## config.mk

```make
export PLATFORM = sky130hd
export DESIGN_NAME = vehicle_drive_state_sequencer_flat
export DESIGN_NICKNAME = d
export VERILOG_FILES = /design/src/rtl/vdss_pkg.sv /design/src/rtl/vdss_cfg_if.sv /design/src/rtl/vdss_in_if.sv /design/src/rtl/vdss_out_if.sv /design/src/rtl/vdss_cfg_regs.sv /design/src/rtl/vdss_step.sv /design/src/rtl/vehicle_drive_state_sequencer.sv /design/src/flat_wrapper.sv
export VERILOG_INCLUDE_DIRS = /design/src /design/src/rtl
export SDC_FILE = /design/constraint.sdc
export NUM_CORES = 1
export LEC_CHECK = 0
export BUFFER_PORTS_ARGS = -buffer_cell sky130_fd_sc_hd__buf_4
export CORE_MARGIN = 10
export CORE_UTILIZATION = 54
export DETAILED_ROUTE_END_ITERATION = 6
export GPL_TIMING_DRIVEN = 0
export PLACE_DENSITY_LB_ADDON = 0.15
export RECOVER_POWER = 50
export SLEW_MARGIN = 15
export SYNTH_ARGS = -nofsm -noshare
export SYNTH_HDL_FRONTEND = slang
export SYNTH_HIERARCHICAL = 1
export SYNTH_SLANG_ARGS = --single-unit
export TNS_END_PERCENT = 100
```

## constraint.sdc

```tcl
create_clock -name clk -period 3.43 [get_ports clk]
set_input_delay 0.686 -clock clk [delete_from_list [all_inputs] [get_ports clk]]
set_output_delay 0.686 -clock clk [all_outputs]
set_load 0.005 [all_outputs]
```

## src/rtl/vehicle_drive_state_sequencer_assert.svh

```systemverilog
// Assertion macros for the drive state sequencer.
// Included by the top level; no other dependencies.
`ifndef VEHICLE_DRIVE_STATE_SEQUENCER_ASSERT_SVH
`define VEHICLE_DRIVE_STATE_SEQUENCER_ASSERT_SVH

// same-cycle implication
`define VDSS_ASSERT_IMPLY(label, clk, rst_n, ante, cons) \
    label: assert property (@(posedge clk) disable iff (!rst_n) (ante) |-> (cons)) \
        else $error("vdss: same-cycle check failed");

// next-cycle implication
`define VDSS_ASSERT_NEXT(label, clk, rst_n, ante, cons) \
    label: assert property (@(posedge clk) disable iff (!rst_n) (ante) |=> (cons)) \
        else $error("vdss: next-cycle check failed");

`endif

```

## src/rtl/vdss_pkg.sv

```systemverilog
// Shared types, codes and encoders for the drive state sequencer.
// No dependencies; imported by every module of the block.
package vdss_pkg;

    localparam int SOUND_COUNT_BITS = 16;
    localparam int SOUND_MS_W       = 16;
    localparam int CMP_W = (SOUND_COUNT_BITS > SOUND_MS_W) ? SOUND_COUNT_BITS : SOUND_MS_W;

    localparam logic [1:0] CFG_READY_SOUND_MS  = 2'd0;
    localparam logic [1:0] CFG_LAUNCH_ARM      = 2'd1;
    localparam logic [1:0] CFG_LAUNCH_ABORT    = 2'd2;

    localparam logic [15:0] READY_SOUND_MS_RST = 16'd2000;
    localparam logic [9:0]  LAUNCH_ARM_RST     = 10'd800;
    localparam logic [9:0]  LAUNCH_ABORT_RST   = 10'd500;

    localparam logic [2:0] DS_STARTUP  = 3'd0;
    localparam logic [2:0] DS_HV_OFF   = 3'd1;
    localparam logic [2:0] DS_HV_ON    = 3'd2;
    localparam logic [2:0] DS_ENABLING = 3'd3;
    localparam logic [2:0] DS_BUZZER   = 3'd4;
    localparam logic [2:0] DS_DRIVE    = 3'd5;

    localparam logic [1:0] LP_IDLE      = 2'd0;
    localparam logic [1:0] LP_WAITING   = 2'd1;
    localparam logic [1:0] LP_LAUNCHING = 2'd2;
    localparam logic [1:0] LP_FINISHED  = 2'd3;

    typedef enum logic [5:0] {
        MS_STARTUP  = 6'b000001,
        MS_HV_OFF   = 6'b000010,
        MS_HV_ON    = 6'b000100,
        MS_ENABLING = 6'b001000,
        MS_BUZZER   = 6'b010000,
        MS_DRIVE    = 6'b100000
    } main_st_t;

    typedef enum logic [3:0] {
        LS_IDLE      = 4'b0001,
        LS_WAITING   = 4'b0010,
        LS_LAUNCHING = 4'b0100,
        LS_FINISHED  = 4'b1000
    } launch_st_t;

    typedef struct packed {
        logic [15:0] ready_sound_ms;
        logic [9:0]  launch_arm_permille;
        logic [9:0]  launch_abort_permille;
    } cfg_t;

    typedef struct packed {
        main_st_t                    main_state;
        logic [SOUND_COUNT_BITS-1:0] sound_count;
        logic                        launch_on;
        launch_st_t                  launch_step;
        logic                        speed_flag;
    } state_t;

    typedef struct packed {
        logic       time_tick;
        logic [2:0] precharge_status;
        logic [3:0] inverter_status;
        logic [4:0] dash_buttons;
        logic       brake_active;
        logic [9:0] pedal_travel;
        logic       pedal_fault;
    } in_item_t;

    typedef struct packed {
        logic [2:0] drive_state;
        logic       inverter_enable;
        logic       buzzer_on;
        logic       lowside_on;
        logic       launch_active;
        logic [1:0] launch_phase;
        logic       speed_mode;
        logic       precharge_request;
        logic       precharge_reset;
        logic       discharge_request;
        logic       inverter_start;
        logic       state_changed;
    } out_item_t;

    function automatic logic [2:0] ds_code(main_st_t s);
        logic [2:0] c;
        unique case (s)
            MS_STARTUP:  c = DS_STARTUP;
            MS_HV_OFF:   c = DS_HV_OFF;
            MS_HV_ON:    c = DS_HV_ON;
            MS_ENABLING: c = DS_ENABLING;
            MS_BUZZER:   c = DS_BUZZER;
            MS_DRIVE:    c = DS_DRIVE;
            default:     c = DS_STARTUP;
        endcase
        return c;
    endfunction

    function automatic logic [1:0] lp_code(launch_st_t s);
        logic [1:0] c;
        unique case (s)
            LS_IDLE:      c = LP_IDLE;
            LS_WAITING:   c = LP_WAITING;
            LS_LAUNCHING: c = LP_LAUNCHING;
            LS_FINISHED:  c = LP_FINISHED;
            default:      c = LP_IDLE;
        endcase
        return c;
    endfunction

endpackage

```

## src/rtl/vdss_cfg_if.sv

```systemverilog
// Configuration write channel: register index and write data.
// No dependencies.
interface vdss_cfg_if;
    logic        valid;
    logic        ready;
    logic [1:0]  index;
    logic [15:0] data;

    modport source (output valid, index, data, input ready);
    modport sink (input valid, index, data, output ready);
endinterface

```

## src/rtl/vdss_in_if.sv

```systemverilog
// Status channel: one control-loop pass per beat.
// No dependencies.
interface vdss_in_if;
    logic       valid;
    logic       ready;
    logic       time_tick;
    logic [2:0] precharge_status;
    logic [3:0] inverter_status;
    logic [4:0] dash_buttons;
    logic       brake_active;
    logic [9:0] pedal_travel;
    logic       pedal_fault;

    modport source (output valid, time_tick, precharge_status, inverter_status, dash_buttons,
                    brake_active, pedal_travel, pedal_fault, input ready);
    modport sink (input valid, time_tick, precharge_status, inverter_status, dash_buttons,
                  brake_active, pedal_travel, pedal_fault, output ready);
endinterface

```

## src/rtl/vdss_out_if.sv

```systemverilog
// Result channel: drive state, levels and action pulses, one beat per pass.
// No dependencies.
interface vdss_out_if;
    logic       valid;
    logic       ready;
    logic [2:0] drive_state;
    logic       inverter_enable;
    logic       buzzer_on;
    logic       lowside_on;
    logic       launch_active;
    logic [1:0] launch_phase;
    logic       speed_mode;
    logic       precharge_request;
    logic       precharge_reset;
    logic       discharge_request;
    logic       inverter_start;
    logic       state_changed;

    modport source (output valid, drive_state, inverter_enable, buzzer_on, lowside_on,
                    launch_active, launch_phase, speed_mode, precharge_request,
                    precharge_reset, discharge_request, inverter_start, state_changed,
                    input ready);
    modport sink (input valid, drive_state, inverter_enable, buzzer_on, lowside_on,
                  launch_active, launch_phase, speed_mode, precharge_request,
                  precharge_reset, discharge_request, inverter_start, state_changed,
                  output ready);
endinterface

```

## src/rtl/vdss_cfg_regs.sv

```systemverilog
// Configuration registers: buzzer duration and launch thresholds.
// Depends on vdss_pkg and vdss_cfg_if.
module vdss_cfg_regs
    import vdss_pkg::*;
(
    input  logic        clk,
    input  logic        rst_n,
    vdss_cfg_if.sink    cfg,
    output cfg_t        regs
);

    cfg_t regs_reg;

    assign cfg.ready = 1'b1;
    assign regs      = regs_reg;

    always_ff @(posedge clk or negedge rst_n)
    begin
        if (!rst_n)
        begin
            regs_reg.ready_sound_ms        <= READY_SOUND_MS_RST;
            regs_reg.launch_arm_permille   <= LAUNCH_ARM_RST;
            regs_reg.launch_abort_permille <= LAUNCH_ABORT_RST;
        end
        else if (cfg.valid)
        begin
            unique case (cfg.index)
                CFG_READY_SOUND_MS: regs_reg.ready_sound_ms        <= cfg.data;
                CFG_LAUNCH_ARM:     regs_reg.launch_arm_permille   <= cfg.data[9:0];
                CFG_LAUNCH_ABORT:   regs_reg.launch_abort_permille <= cfg.data[9:0];
                default:            regs_reg <= regs_reg;
            endcase
        end
    end

endmodule

```

## src/rtl/vdss_step.sv

```systemverilog
// Next-state and result logic for one control-loop pass.
// Depends on vdss_pkg.
module vdss_step
    import vdss_pkg::*;
(
    input  state_t    state_cur,
    input  cfg_t      regs,
    input  in_item_t  item,
    output state_t    state_next,
    output out_item_t res_next
);

    logic attempted, success, timeout;
    logic hv, en_to, inv_ready, disabled;
    logic b_start, b_speed, b_lctog, b_lc, b_rel;
    logic kick, pchg_req, pchg_rst, discharge, inv_start, changed;
    logic [SOUND_COUNT_BITS-1:0] cnt_inc;
    logic [CMP_W-1:0]            cnt_ext;
    logic [CMP_W-1:0]            ms_ext;
    logic arm_ok, abort_low;
    main_st_t target;

    assign attempted = item.precharge_status[0];
    assign success   = item.precharge_status[1];
    assign timeout   = item.precharge_status[2];
    assign hv        = item.inverter_status[0];
    assign en_to     = item.inverter_status[1];
    assign inv_ready = item.inverter_status[2];
    assign disabled  = item.inverter_status[3];
    assign b_start   = item.dash_buttons[0];
    assign b_speed   = item.dash_buttons[1];
    assign b_lctog   = item.dash_buttons[2];
    assign b_lc      = item.dash_buttons[3];
    assign b_rel     = item.dash_buttons[4];

    // saturating ms count
    assign cnt_inc = (item.time_tick && !(&state_cur.sound_count))
                   ? state_cur.sound_count + {{(SOUND_COUNT_BITS-1){1'b0}}, 1'b1}
                   : state_cur.sound_count;
    assign cnt_ext = CMP_W'(cnt_inc);
    assign ms_ext  = CMP_W'(regs.ready_sound_ms);

    assign arm_ok    = item.pedal_travel > regs.launch_arm_permille;
    assign abort_low = item.pedal_travel < regs.launch_abort_permille;

    always_comb
    begin
        state_next = state_cur;
        target     = state_cur.main_state;
        kick       = 1'b0;
        pchg_req   = 1'b0;
        pchg_rst   = 1'b0;
        discharge  = 1'b0;
        inv_start  = 1'b0;
        changed    = 1'b0;

        unique case (state_cur.main_state)
            MS_STARTUP:
                target = MS_HV_OFF;
            MS_HV_OFF:
            begin
                pchg_req = !attempted || (timeout && !success);
                if (success && !timeout && hv)
                    target = MS_HV_ON;
            end
            MS_HV_ON:
            begin
                if (!hv || timeout)
                    target = MS_HV_OFF;
                else if (b_start && item.brake_active)
                    target = MS_ENABLING;
            end
            MS_ENABLING:
            begin
                kick = 1'b1;
                if (!hv || timeout)
                    target = MS_HV_OFF;
                else if (en_to)
                    target = MS_HV_ON;
                else if (inv_ready)
                    target = MS_BUZZER;
            end
            MS_BUZZER:
            begin
                kick = 1'b1;
                if (!hv)
                    target = MS_HV_OFF;
                else if (disabled)
                    target = MS_HV_ON;
                else
                begin
                    state_next.sound_count = cnt_inc;
                    if (cnt_ext >= ms_ext)
                        target = MS_DRIVE;
                end
            end
            MS_DRIVE:
            begin
                kick = 1'b1;
                if (!hv)
                    target = MS_HV_OFF;
                else if (disabled)
                    target = MS_HV_ON;
                else if (timeout)
                    target = MS_HV_OFF;
                else
                begin
                    state_next.speed_flag = state_cur.speed_flag ^ b_speed;
                    if (b_lctog)
                    begin
                        state_next.launch_on   = !state_cur.launch_on;
                        state_next.launch_step = LS_IDLE;
                    end
                    if (state_next.launch_on)
                    begin
                        unique case (state_next.launch_step)
                            LS_IDLE:
                                if (b_lc && arm_ok && !item.brake_active && !item.pedal_fault)
                                    state_next.launch_step = LS_WAITING;
                            LS_WAITING:
                                if (abort_low)
                                    state_next.launch_step = LS_IDLE;
                                else if (arm_ok && !b_lc && b_rel)
                                    state_next.launch_step = LS_LAUNCHING;
                            LS_LAUNCHING:
                                if (item.brake_active || item.pedal_fault)
                                    state_next.launch_step = LS_FINISHED;
                            default:
                                state_next.launch_on = 1'b0;
                        endcase
                    end
                end
            end
            default:
                target = MS_HV_OFF;
        endcase

        // transition actions
        if (target != state_cur.main_state)
        begin
            state_next.main_state = target;
            changed = 1'b1;
            if (state_cur.main_state == MS_HV_ON || state_cur.main_state == MS_DRIVE)
                pchg_rst = 1'b1;
            if (state_cur.main_state == MS_DRIVE)
                state_next.launch_on = 1'b0;
            discharge = (target == MS_HV_OFF);
            inv_start = (target == MS_ENABLING);
            if (target == MS_BUZZER)
                state_next.sound_count = '0;
        end
    end

    always_comb
    begin
        res_next.drive_state       = ds_code(state_next.main_state);
        res_next.inverter_enable   = kick;
        res_next.buzzer_on         = (state_next.main_state == MS_BUZZER);
        res_next.lowside_on        = (state_next.main_state == MS_DRIVE);
        res_next.launch_active     = state_next.launch_on;
        res_next.launch_phase      = lp_code(state_next.launch_step);
        res_next.speed_mode        = state_next.speed_flag;
        res_next.precharge_request = pchg_req;
        res_next.precharge_reset   = pchg_rst;
        res_next.discharge_request = discharge;
        res_next.inverter_start    = inv_start;
        res_next.state_changed     = changed;
    end

endmodule

```

## src/rtl/vehicle_drive_state_sequencer.sv

```systemverilog
// Electric-drive state sequencer: six-state drive sequence with launch control.
// Depends on vdss_pkg, the channel interfaces, vdss_cfg_regs, vdss_step and the assert header.
// Each status beat is one control-loop pass and yields exactly one result beat. A beat is
// registered in the input register on acceptance, the combinational next-state step works
// from that register and the result is held in an output register, so one beat is taken
// every clock while the result side keeps up. The sequence state is updated as each result
// is registered; the combinational step sets the rate. Configuration writes are taken every
// cycle and belong in idle periods.
`include "vehicle_drive_state_sequencer_assert.svh"

module vehicle_drive_state_sequencer
    import vdss_pkg::*;
(
    input  logic        clk,
    input  logic        rst_n,
    vdss_cfg_if.sink    cfg,
    vdss_in_if.sink     status,
    vdss_out_if.source  result
);

    cfg_t      regs;
    in_item_t  in_reg;
    logic      in_valid_reg;
    state_t    state_reg;
    state_t    state_next;
    out_item_t out_reg;
    out_item_t out_next;
    logic      out_valid_reg;
    logic      adv;

    vdss_cfg_regs u_cfg_regs (
        .clk   (clk),
        .rst_n (rst_n),
        .cfg   (cfg),
        .regs  (regs)
    );

    vdss_step u_step (
        .state_cur  (state_reg),
        .regs       (regs),
        .item       (in_reg),
        .state_next (state_next),
        .res_next   (out_next)
    );

    assign adv          = in_valid_reg && (!out_valid_reg || result.ready);
    assign status.ready = !in_valid_reg || adv;

    always_ff @(posedge clk or negedge rst_n)
    begin
        if (!rst_n)
            in_valid_reg <= 1'b0;
        else if (status.ready)
            in_valid_reg <= status.valid;
    end

    always_ff @(posedge clk)
    begin
        if (status.valid && status.ready)
        begin
            in_reg.time_tick        <= status.time_tick;
            in_reg.precharge_status <= status.precharge_status;
            in_reg.inverter_status  <= status.inverter_status;
            in_reg.dash_buttons     <= status.dash_buttons;
            in_reg.brake_active     <= status.brake_active;
            in_reg.pedal_travel     <= status.pedal_travel;
            in_reg.pedal_fault      <= status.pedal_fault;
        end
    end

    always_ff @(posedge clk or negedge rst_n)
    begin
        if (!rst_n)
        begin
            state_reg.main_state  <= MS_STARTUP;
            state_reg.sound_count <= '0;
            state_reg.launch_on   <= 1'b0;
            state_reg.launch_step <= LS_IDLE;
            state_reg.speed_flag  <= 1'b0;
            out_valid_reg         <= 1'b0;
        end
        else
        begin
            if (adv)
            begin
                state_reg     <= state_next;
                out_valid_reg <= 1'b1;
            end
            else if (result.ready)
                out_valid_reg <= 1'b0;
        end
    end

    always_ff @(posedge clk)
    begin
        if (adv)
            out_reg <= out_next;
    end

    assign result.valid             = out_valid_reg;
    assign result.drive_state       = out_reg.drive_state;
    assign result.inverter_enable   = out_reg.inverter_enable;
    assign result.buzzer_on         = out_reg.buzzer_on;
    assign result.lowside_on        = out_reg.lowside_on;
    assign result.launch_active     = out_reg.launch_active;
    assign result.launch_phase      = out_reg.launch_phase;
    assign result.speed_mode        = out_reg.speed_mode;
    assign result.precharge_request = out_reg.precharge_request;
    assign result.precharge_reset   = out_reg.precharge_reset;
    assign result.discharge_request = out_reg.discharge_request;
    assign result.inverter_start    = out_reg.inverter_start;
    assign result.state_changed     = out_reg.state_changed;

    // launch mode only survives inside drive
    `VDSS_ASSERT_IMPLY(a_launch_in_drive, clk, rst_n, state_reg.launch_on, state_reg.main_state == MS_DRIVE)
    // sequence state moves only when a pass completes
    `VDSS_ASSERT_NEXT(a_state_hold, clk, rst_n, !adv, $stable(state_reg))
    // an empty output register never stalls the status side
    `VDSS_ASSERT_IMPLY(a_no_false_stall, clk, rst_n, !out_valid_reg, status.ready)
    // discharge pulse goes with arrival in HV off
    `VDSS_ASSERT_IMPLY(a_discharge_hv_off, clk, rst_n, out_valid_reg && out_reg.discharge_request, out_reg.drive_state == DS_HV_OFF)

endmodule

```

## src/flat_wrapper.sv

```systemverilog
// flat-port wrapper written by rule: the top's interface ports become plain ports
module vehicle_drive_state_sequencer_flat import vdss_pkg::*;
  (clk, rst_n, cfg_valid, cfg_index, cfg_data, cfg_ready, status_valid, status_time_tick, status_precharge_status, status_inverter_status, status_dash_buttons, status_brake_active, status_pedal_travel, status_pedal_fault, status_ready, result_valid, result_drive_state, result_inverter_enable, result_buzzer_on, result_lowside_on, result_launch_active, result_launch_phase, result_speed_mode, result_precharge_request, result_precharge_reset, result_discharge_request, result_inverter_start, result_state_changed, result_ready);
  vdss_cfg_if cfg_i ();
  vdss_in_if status_i ();
  vdss_out_if result_i ();
  input  logic clk;
  input  logic rst_n;
  input wire logic [$bits(cfg_i.valid)-1:0] cfg_valid;
  input wire logic [$bits(cfg_i.index)-1:0] cfg_index;
  input wire logic [$bits(cfg_i.data)-1:0] cfg_data;
  output wire logic [$bits(cfg_i.ready)-1:0] cfg_ready;
  input wire logic [$bits(status_i.valid)-1:0] status_valid;
  input wire logic [$bits(status_i.time_tick)-1:0] status_time_tick;
  input wire logic [$bits(status_i.precharge_status)-1:0] status_precharge_status;
  input wire logic [$bits(status_i.inverter_status)-1:0] status_inverter_status;
  input wire logic [$bits(status_i.dash_buttons)-1:0] status_dash_buttons;
  input wire logic [$bits(status_i.brake_active)-1:0] status_brake_active;
  input wire logic [$bits(status_i.pedal_travel)-1:0] status_pedal_travel;
  input wire logic [$bits(status_i.pedal_fault)-1:0] status_pedal_fault;
  output wire logic [$bits(status_i.ready)-1:0] status_ready;
  output wire logic [$bits(result_i.valid)-1:0] result_valid;
  output wire logic [$bits(result_i.drive_state)-1:0] result_drive_state;
  output wire logic [$bits(result_i.inverter_enable)-1:0] result_inverter_enable;
  output wire logic [$bits(result_i.buzzer_on)-1:0] result_buzzer_on;
  output wire logic [$bits(result_i.lowside_on)-1:0] result_lowside_on;
  output wire logic [$bits(result_i.launch_active)-1:0] result_launch_active;
  output wire logic [$bits(result_i.launch_phase)-1:0] result_launch_phase;
  output wire logic [$bits(result_i.speed_mode)-1:0] result_speed_mode;
  output wire logic [$bits(result_i.precharge_request)-1:0] result_precharge_request;
  output wire logic [$bits(result_i.precharge_reset)-1:0] result_precharge_reset;
  output wire logic [$bits(result_i.discharge_request)-1:0] result_discharge_request;
  output wire logic [$bits(result_i.inverter_start)-1:0] result_inverter_start;
  output wire logic [$bits(result_i.state_changed)-1:0] result_state_changed;
  input wire logic [$bits(result_i.ready)-1:0] result_ready;
  assign cfg_i.valid = cfg_valid;
  assign cfg_i.index = cfg_index;
  assign cfg_i.data = cfg_data;
  assign cfg_ready = cfg_i.ready;
  assign status_i.valid = status_valid;
  assign status_i.time_tick = status_time_tick;
  assign status_i.precharge_status = status_precharge_status;
  assign status_i.inverter_status = status_inverter_status;
  assign status_i.dash_buttons = status_dash_buttons;
  assign status_i.brake_active = status_brake_active;
  assign status_i.pedal_travel = status_pedal_travel;
  assign status_i.pedal_fault = status_pedal_fault;
  assign status_ready = status_i.ready;
  assign result_valid = result_i.valid;
  assign result_drive_state = result_i.drive_state;
  assign result_inverter_enable = result_i.inverter_enable;
  assign result_buzzer_on = result_i.buzzer_on;
  assign result_lowside_on = result_i.lowside_on;
  assign result_launch_active = result_i.launch_active;
  assign result_launch_phase = result_i.launch_phase;
  assign result_speed_mode = result_i.speed_mode;
  assign result_precharge_request = result_i.precharge_request;
  assign result_precharge_reset = result_i.precharge_reset;
  assign result_discharge_request = result_i.discharge_request;
  assign result_inverter_start = result_i.inverter_start;
  assign result_state_changed = result_i.state_changed;
  assign result_i.ready = result_ready;
  vehicle_drive_state_sequencer u_core (.clk(clk), .rst_n(rst_n), .cfg(cfg_i), .status(status_i), .result(result_i));
endmodule
```

==> results of run 1 <==
cells in the final DEF, fill, tap and decap left out, drive strengths merged, types with 7 or more instances in the layout:
master / netlist / routed
xor2: 17 / 17
nor3: 7 / 7
ha: 36 / 36
nand2b: 7 / 7
nor2b: 8 / 8
a21oi: 17 / 17
nand4: 13 / 13
dfrtp: 49 / 49
edfxtp: 40 / 40
clkbuf: 9 / 45
nand2: 40 / 40
xnor2: 15 / 15
inv: 50 / 55
buf: 19 / 73
mux2: 66 / 66
dfstp: 17 / 17
a21o: 10 / 10
nor4: 7 / 7
nand3: 15 / 15
nor2: 39 / 39
o21ai: 11 / 11
final timing paths:
check                           slack, ns  depth (start not counted)                                to                             from
worst min-delay path                 0.51                          1   u_core/result.valid$_DFFE_PN0P_  u_core/in_valid_reg$_DFFE_PN0P_
worst max-delay path                 0.09                         13  u_core/state_reg[25]$_DFFE_PN0P_  u_core/state_reg[6]$_DFFE_PN0P_
min in group asynchronous            0.75                          1  u_core/state_reg[23]$_DFFE_PN0P_                            rst_n
worst max register to register       0.09                         13  u_core/state_reg[25]$_DFFE_PN0P_  u_core/state_reg[6]$_DFFE_PN0P_
max in group asynchronous            1.56                          1  u_core/state_reg[14]$_DFFE_PN0P_                            rst_n
worst min register to register       0.51                          1   u_core/result.valid$_DFFE_PN0P_  u_core/in_valid_reg$_DFFE_PN0P_
power breakdown:
group / internal, mW / switching (mW) / leakage, nW
clock: 0.508 / 0.492 / 0.144
combinational: 0.277 / 0.270 / 2.03
sequential: 1.47 / 0.0777 / 1.18
metal layers:
metal | share of wire, % | routed length, um | GRT usage [%]
met5 | 0 | 0 | 0
met4 | 1.7 | 234 | 5.22
met3 | 5.1 | 703 | 4.88
met2 | 51 | 7100 | 29.3
met1 | 42 | 5880 | 20.7
cell type report:
| class | count | share of cell area (%) |
|---|---|---|
| clock inverter | 7 | 0.798 |
| buffer | 23 | 2.27 |
| inverter | 50 | 2.55 |
| clock buffer | 9 | 3.05 |
| multi-input combinational | 375 | 41.1 |
| tap | 143 | 2.43 |
| timing repair buffer | 86 | 8.64 |
| sequential | 106 | 39.2 |
worst max-delay path: stages, from the launching register on:
cell and delay [ns]:
dfrtp_2 0.43, ha_2 0.21, and3_4 0.21, a2111oi_4 0.45, buf_4 0.19, nand3_2 0.08, xnor2_1 0.14, ha_1 0.31
nand4_1 0.08, or2_4 0.26, o211ai_1 0.27, a21o_1 0.26, inv_2 0.06, mux2_4 0.26
cells by family (layout without fill, tap and decap cells):
group,after synthesis,after routing,share of synthesized area [%]
flops,106,106,46.4
mux,66,66,12.5
compound gates,78,78,9.39
xor+xnor,32,32,4.52
simple gates,161,161,13.7
fa+ha+maj,36,36,7.27
buf+inv,78,175,6.08
other cells,2,2,0.121
what timing repair did:
item,in CTS,in global routing
setup endpoints to repair,11,11
gates resized for setup,6,22
setup buffers,5,17
endpoints found under the hold margin,0,0
pin swaps,4,22
==> results.cfg, run 1 <==
[final_layout]
fillers = 882
multi_input_area_um2 = 3030
final_layout_size_suffix_gt1_share_pct = 35.8
final_net_count = 735
largest_register_ffs = 36
register_area_um2 = 2890
instances_no_fill = 799
design_area_um2 = 7370
area_growth_pct = 18.9
final_util_pct = 65.1
n_antenna_cell = 0

[synthesis]
ys_async_sr_fraction_pct = 62.3
syn_nets = 643
yosys_warnings = 6
synth_area_leader_cell = dfrtp_1
ys.flop_type = dfrtp_1
synth_area_leaders = dfrtp_1 (20%), edfxtp_1 (19%), mux2_2 (10%)
synth_top_cell_area_share_pct = 19.8
yosysUniqueCellTypes = 71
syn_area_per_cell_um2 = 11.1
yosysSeqAreaShare_pct = 46.4
synth.most_common_cell = mux2_2
netlist_instances = 559
synth_edf_count = 40
ys_ff_latch = 106
synth_common_cells = mux2_2 (57), inv_1 (50), dfrtp_1 (49), edfxtp_1 (40), nand2_1 (40)
netlist_area_um2 = 6200

[sta]
skew_ns = 0.00892
post-route-min-period_ns = 3.34
worst_slew_pin_slew_ns = 1.67
setup_viol = 0
setup_slack_ns = 0.0875
finalHoldViolCount = 0
whs_ns = 0.506
max_freq_mhz = 299
setup-tns-final_ns = 0
min_period_over_period_pct = 97.4
rsz0062_at_grt = true
max-slew-margin-rel_pct = -11.5
drv_slew = 67

[clock_tree]
cts.reportedPaths.clkPinSlew_ns = 0.07
cts_tree = built
cts-root-buf = clkbuf_16
htree_levels = 3
clock_path_buffers = 2
numCtsBuffers = 9
cts_hold_buffers = 0
cts.sinks = 106
clk_latency_ns = 0.35

[worst_setup_path]
arrival_ns = 3.58
end_kind = flop
critical_path_class = reg -> reg
worstPathRequired_ns = 3.67
start_kind = flop
cp_max_fo = 4

[placed_design]
dp_cells = 766
place_congestion = 0.913
dpl_cell_area_um2 = 6860
post-place-ws_ns = -0.430
port_buffers = 64
dp_hpwl_um = 10100

[status]
violations = max-capacitance violations, max-slew violations
status = finished, violations left

[floorplanning]
rows = 39
start_util_pct = 54.8
die_w_um = 127
die_area_um2 = 16200
io_pins = 66
coreArea_um2 = 11300
die_h_um = 127

[pwr]
p_per_area_nw_per_um2 = 420
vdd_drop_max_mv = 0.582
leakage_nw = 3.35
report.power.total_mw = 3.10

[hold_path]
hp-class = reg -> reg

[global_route]
grt_max_degree = 67
grt_pass1_wl_um = 22700
grt_pass1_vias = 4584
grt_overflow = 0
grt_util_all_layers_pct = 17.3
antenna_found_initial = 0

[drt]
routed-via-count = 4529
remaining_drc_errors = 0
firstDrtPassIters = 7
drtAntennaViolNets = 0
drt_iter0_drc = 352
routedWlPerCell_um = 17.4
routed_wirelength_um = 13900
vias_per_cell = 5.67

[flow_run]
cap_viol_max_count = 1
Power figures use the tool's default switching activity.
==> run 2, diff against run 1 <==
Settings changed: CORE_UTILIZATION 54 to 40.
==> run 2 against run 1 <==
Compared with the run above:
- the flow still finishes with violations (max-capacitance violations, max-slew violations)
- fmax decreased by 0.68%
- utilization decreased by 16 points
- die area increased by 29%
- global-route usage decreased by 3.3 points
- clock skew increased by 0.0040 ns
- clock power increased by 11%
- first-iteration DRC count decreased by 9.7%
- register-to-register slack got worse by 0.02 ns
- final cell count increased by 5.5%
- wire length increased by 1.9%
- non-clock buffer count decreased by 1
- combinational power about the same
- largest cell class unchanged
- largest power group unchanged
==> results.cfg, run 2 (same netlist as run 1, synthesis figures left out) <==
[worst_setup_path]
end_kind = flop
start_kind = flop
worstPathRequired_ns = 3.54
cp_max_fo = 5
critical_path_class = reg -> reg
arrival_ns = 3.47

[placed_design]
port_buffers = 64
dp_hpwl_um = 10200
place_congestion = 0.890

[final_layout]
largest_register_ffs = 36
fillers = 1390
final_util_pct = 49.3
area_growth_pct = 20.8
multi_input_area_um2 = 3060
register_area_um2 = 2890
final_layout_size_suffix_gt1_share_pct = 35.6
n_antenna_cell = 0
final_net_count = 734
mostFrequentLayoutCell = buf_4
mostFrequentLayoutCells = buf_4 (68), mux2_2 (57), inv_1 (49), edfxtp_1 (40), nand2_1 (38)

[clock_tree]
cts.sinks = 106
clk_latency_ns = 0.36
cts-root-buf = clkbuf_16
numCtsBuffers = 9
cts.reportedPaths.clkPinSlew_ns = 0.08
cts_hold_buffers = 0
cts_tree = built
htree_levels = 3
clock_path_buffers = 2

[pwr]
p_seq_share_pct = 48.3
leakage_nw = 3.38
internal-power_mw = 2.39
comb_power_share_pct = 17.0
vdd_drop_max_mv = 0.228
p_per_area_nw_per_um2 = 429
report.power.total_mw = 3.21
clockPowerShare_pct = 34.7
p_sw_share_pct = 25.7
switching_power_mw = 0.824

[floorplanning]
coreArea_um2 = 15200
die_area_um2 = 20900
rows = 45
start_util_pct = 40.8
io_pins = 66
die_h_um = 144
die_w_um = 144

[drt]
routedWlPerCell_um = 16.8
firstDrtPassIters = 4
remaining_drc_errors = 0
drtAntennaViolNets = 0
routed-via-count = 4476
vias_per_cell = 5.31
drt_iter0_drc = 318
routed_wirelength_um = 14200

[status]
status = finished, violations left
violations = max-capacitance violations, max-slew violations

[global_route]
grt_max_degree = 67
grt_overflow = 0
grt_util_all_layers_pct = 13.9
grt_pass1_vias = 4568
grt_pass1_wl_um = 22900
antenna_found_initial = 0

[sta]
min_period_over_period_pct = 98.1
post-route-min-period_ns = 3.37
skew_ns = 0.0130
max-slew-margin-rel_pct = -14.1
setup_viol = 0
finalHoldViolCount = 0
drv_slew = 67
max_freq_mhz = 297
worst_slew_pin_slew_ns = 1.71
rsz0062_at_grt = true
whs_ns = 0.504

[flow_run]
cap_viol_max_count = 1

[hold_path]
hp-class = reg -> reg
==> run 2: cell types whose count changed in the layout (fill, tap and decap cells not counted), moves of 2 or more <==
cell,previous run,this run
dfrtp_2,10,12
clkbuf_1,8,12
inv_6,3,0
dfrtp_1,39,37
clkbuf_4,26,23
clkinv_2,2,0
==> run 2: cell type report <==
cell class,instances,share of cell area [%]
inverters,50,2.51
plain buffers,23,2.24
multi-input cells,375,40.9
flip-flops and latches,106,38.6
repair buffers,85,8.34
well taps,188,3.14
clock buffers,12,3.58
clock inverters,4,0.768
==> run 2: per-stage QoR <==
stage	std cells	instance area, um2	setup slack (ns)	TNS [ns]
after floorplan	559	6200	0.0907	0
after global placement	811	6910	-0.523	-4.75
after detailed placement	811	6920	-0.511	-4.68
after CTS	828	7310	0.00511	0
after global routing	843	7490	-0.139	-0.616
final	843	7490	0.0644	0
==> run 2: final timing paths <==
| kind | startpoint | endpoint | slack, ns | depth (start not counted) |
|---|---|---|---|---|
| max in group asynchronous | rst_n | u_core/state_reg[16]$_DFFE_PN0P_ | 1.52 | 1 |
| min in group asynchronous | rst_n | u_core/result.valid$_DFFE_PN0P_ | 0.77 | 1 |
| hold reg to reg | u_core/in_valid_reg$_DFFE_PN0P_ | u_core/result.valid$_DFFE_PN0P_ | 0.50 | 1 |
| hold / removal | u_core/in_valid_reg$_DFFE_PN0P_ | u_core/result.valid$_DFFE_PN0P_ | 0.50 | 1 |
| setup reg to reg | u_core/state_reg[7]$_DFFE_PN0P_ | u_core/result.drive_state[2]$_DFFE_PP_ | 0.06 | 16 |
| setup / recovery | u_core/state_reg[7]$_DFFE_PN0P_ | u_core/result.drive_state[2]$_DFFE_PP_ | 0.06 | 16 |
==> run 2: worst max-delay path: stages (launching register included) <==
cell and delay, ns:
dfrtp_1 0.45, ha_4 0.19, and3_4 0.21, a2111oi_4 0.34
buf_4 0.21, nand2_4 0.05, xnor2_2 0.12, ha_1 0.30
a21o_1 0.16, a21o_1 0.17, a21oi_2 0.12, o21a_1 0.15
o211ai_1 0.10, buf_4 0.19, a21o_1 0.22, inv_2 0.07
nor3_1 0.04
==> run 2: routing by layer <==
layer | wire, um | global-route usage [%]
met5 | 0 | 0
met4 | 280 | 5.80
met3 | 951 | 3.48
met2 | 6710 | 23.0
met1 | 6230 | 17.0
==> run 2: power by group through the flow <==
stage	Clock (mW)	Combinational [mW]	Sequential [mW]
final	1.11	0.547	1.55
after global routing	1.20	0.626	1.57
after CTS	1.16	0.544	1.55
after detailed placement	0	0.538	1.58
after global placement	0	0.527	1.57
after floorplan	0	0.360	1.55
==> run 2: what timing repair did <==
action,in CTS,in global routing
setup buffers,6,15
endpoints found under the hold margin,0,0
pin swaps,5,21
gates cloned,0,0
gates resized for setup,9,28
endpoints found under the setup margin,11,11
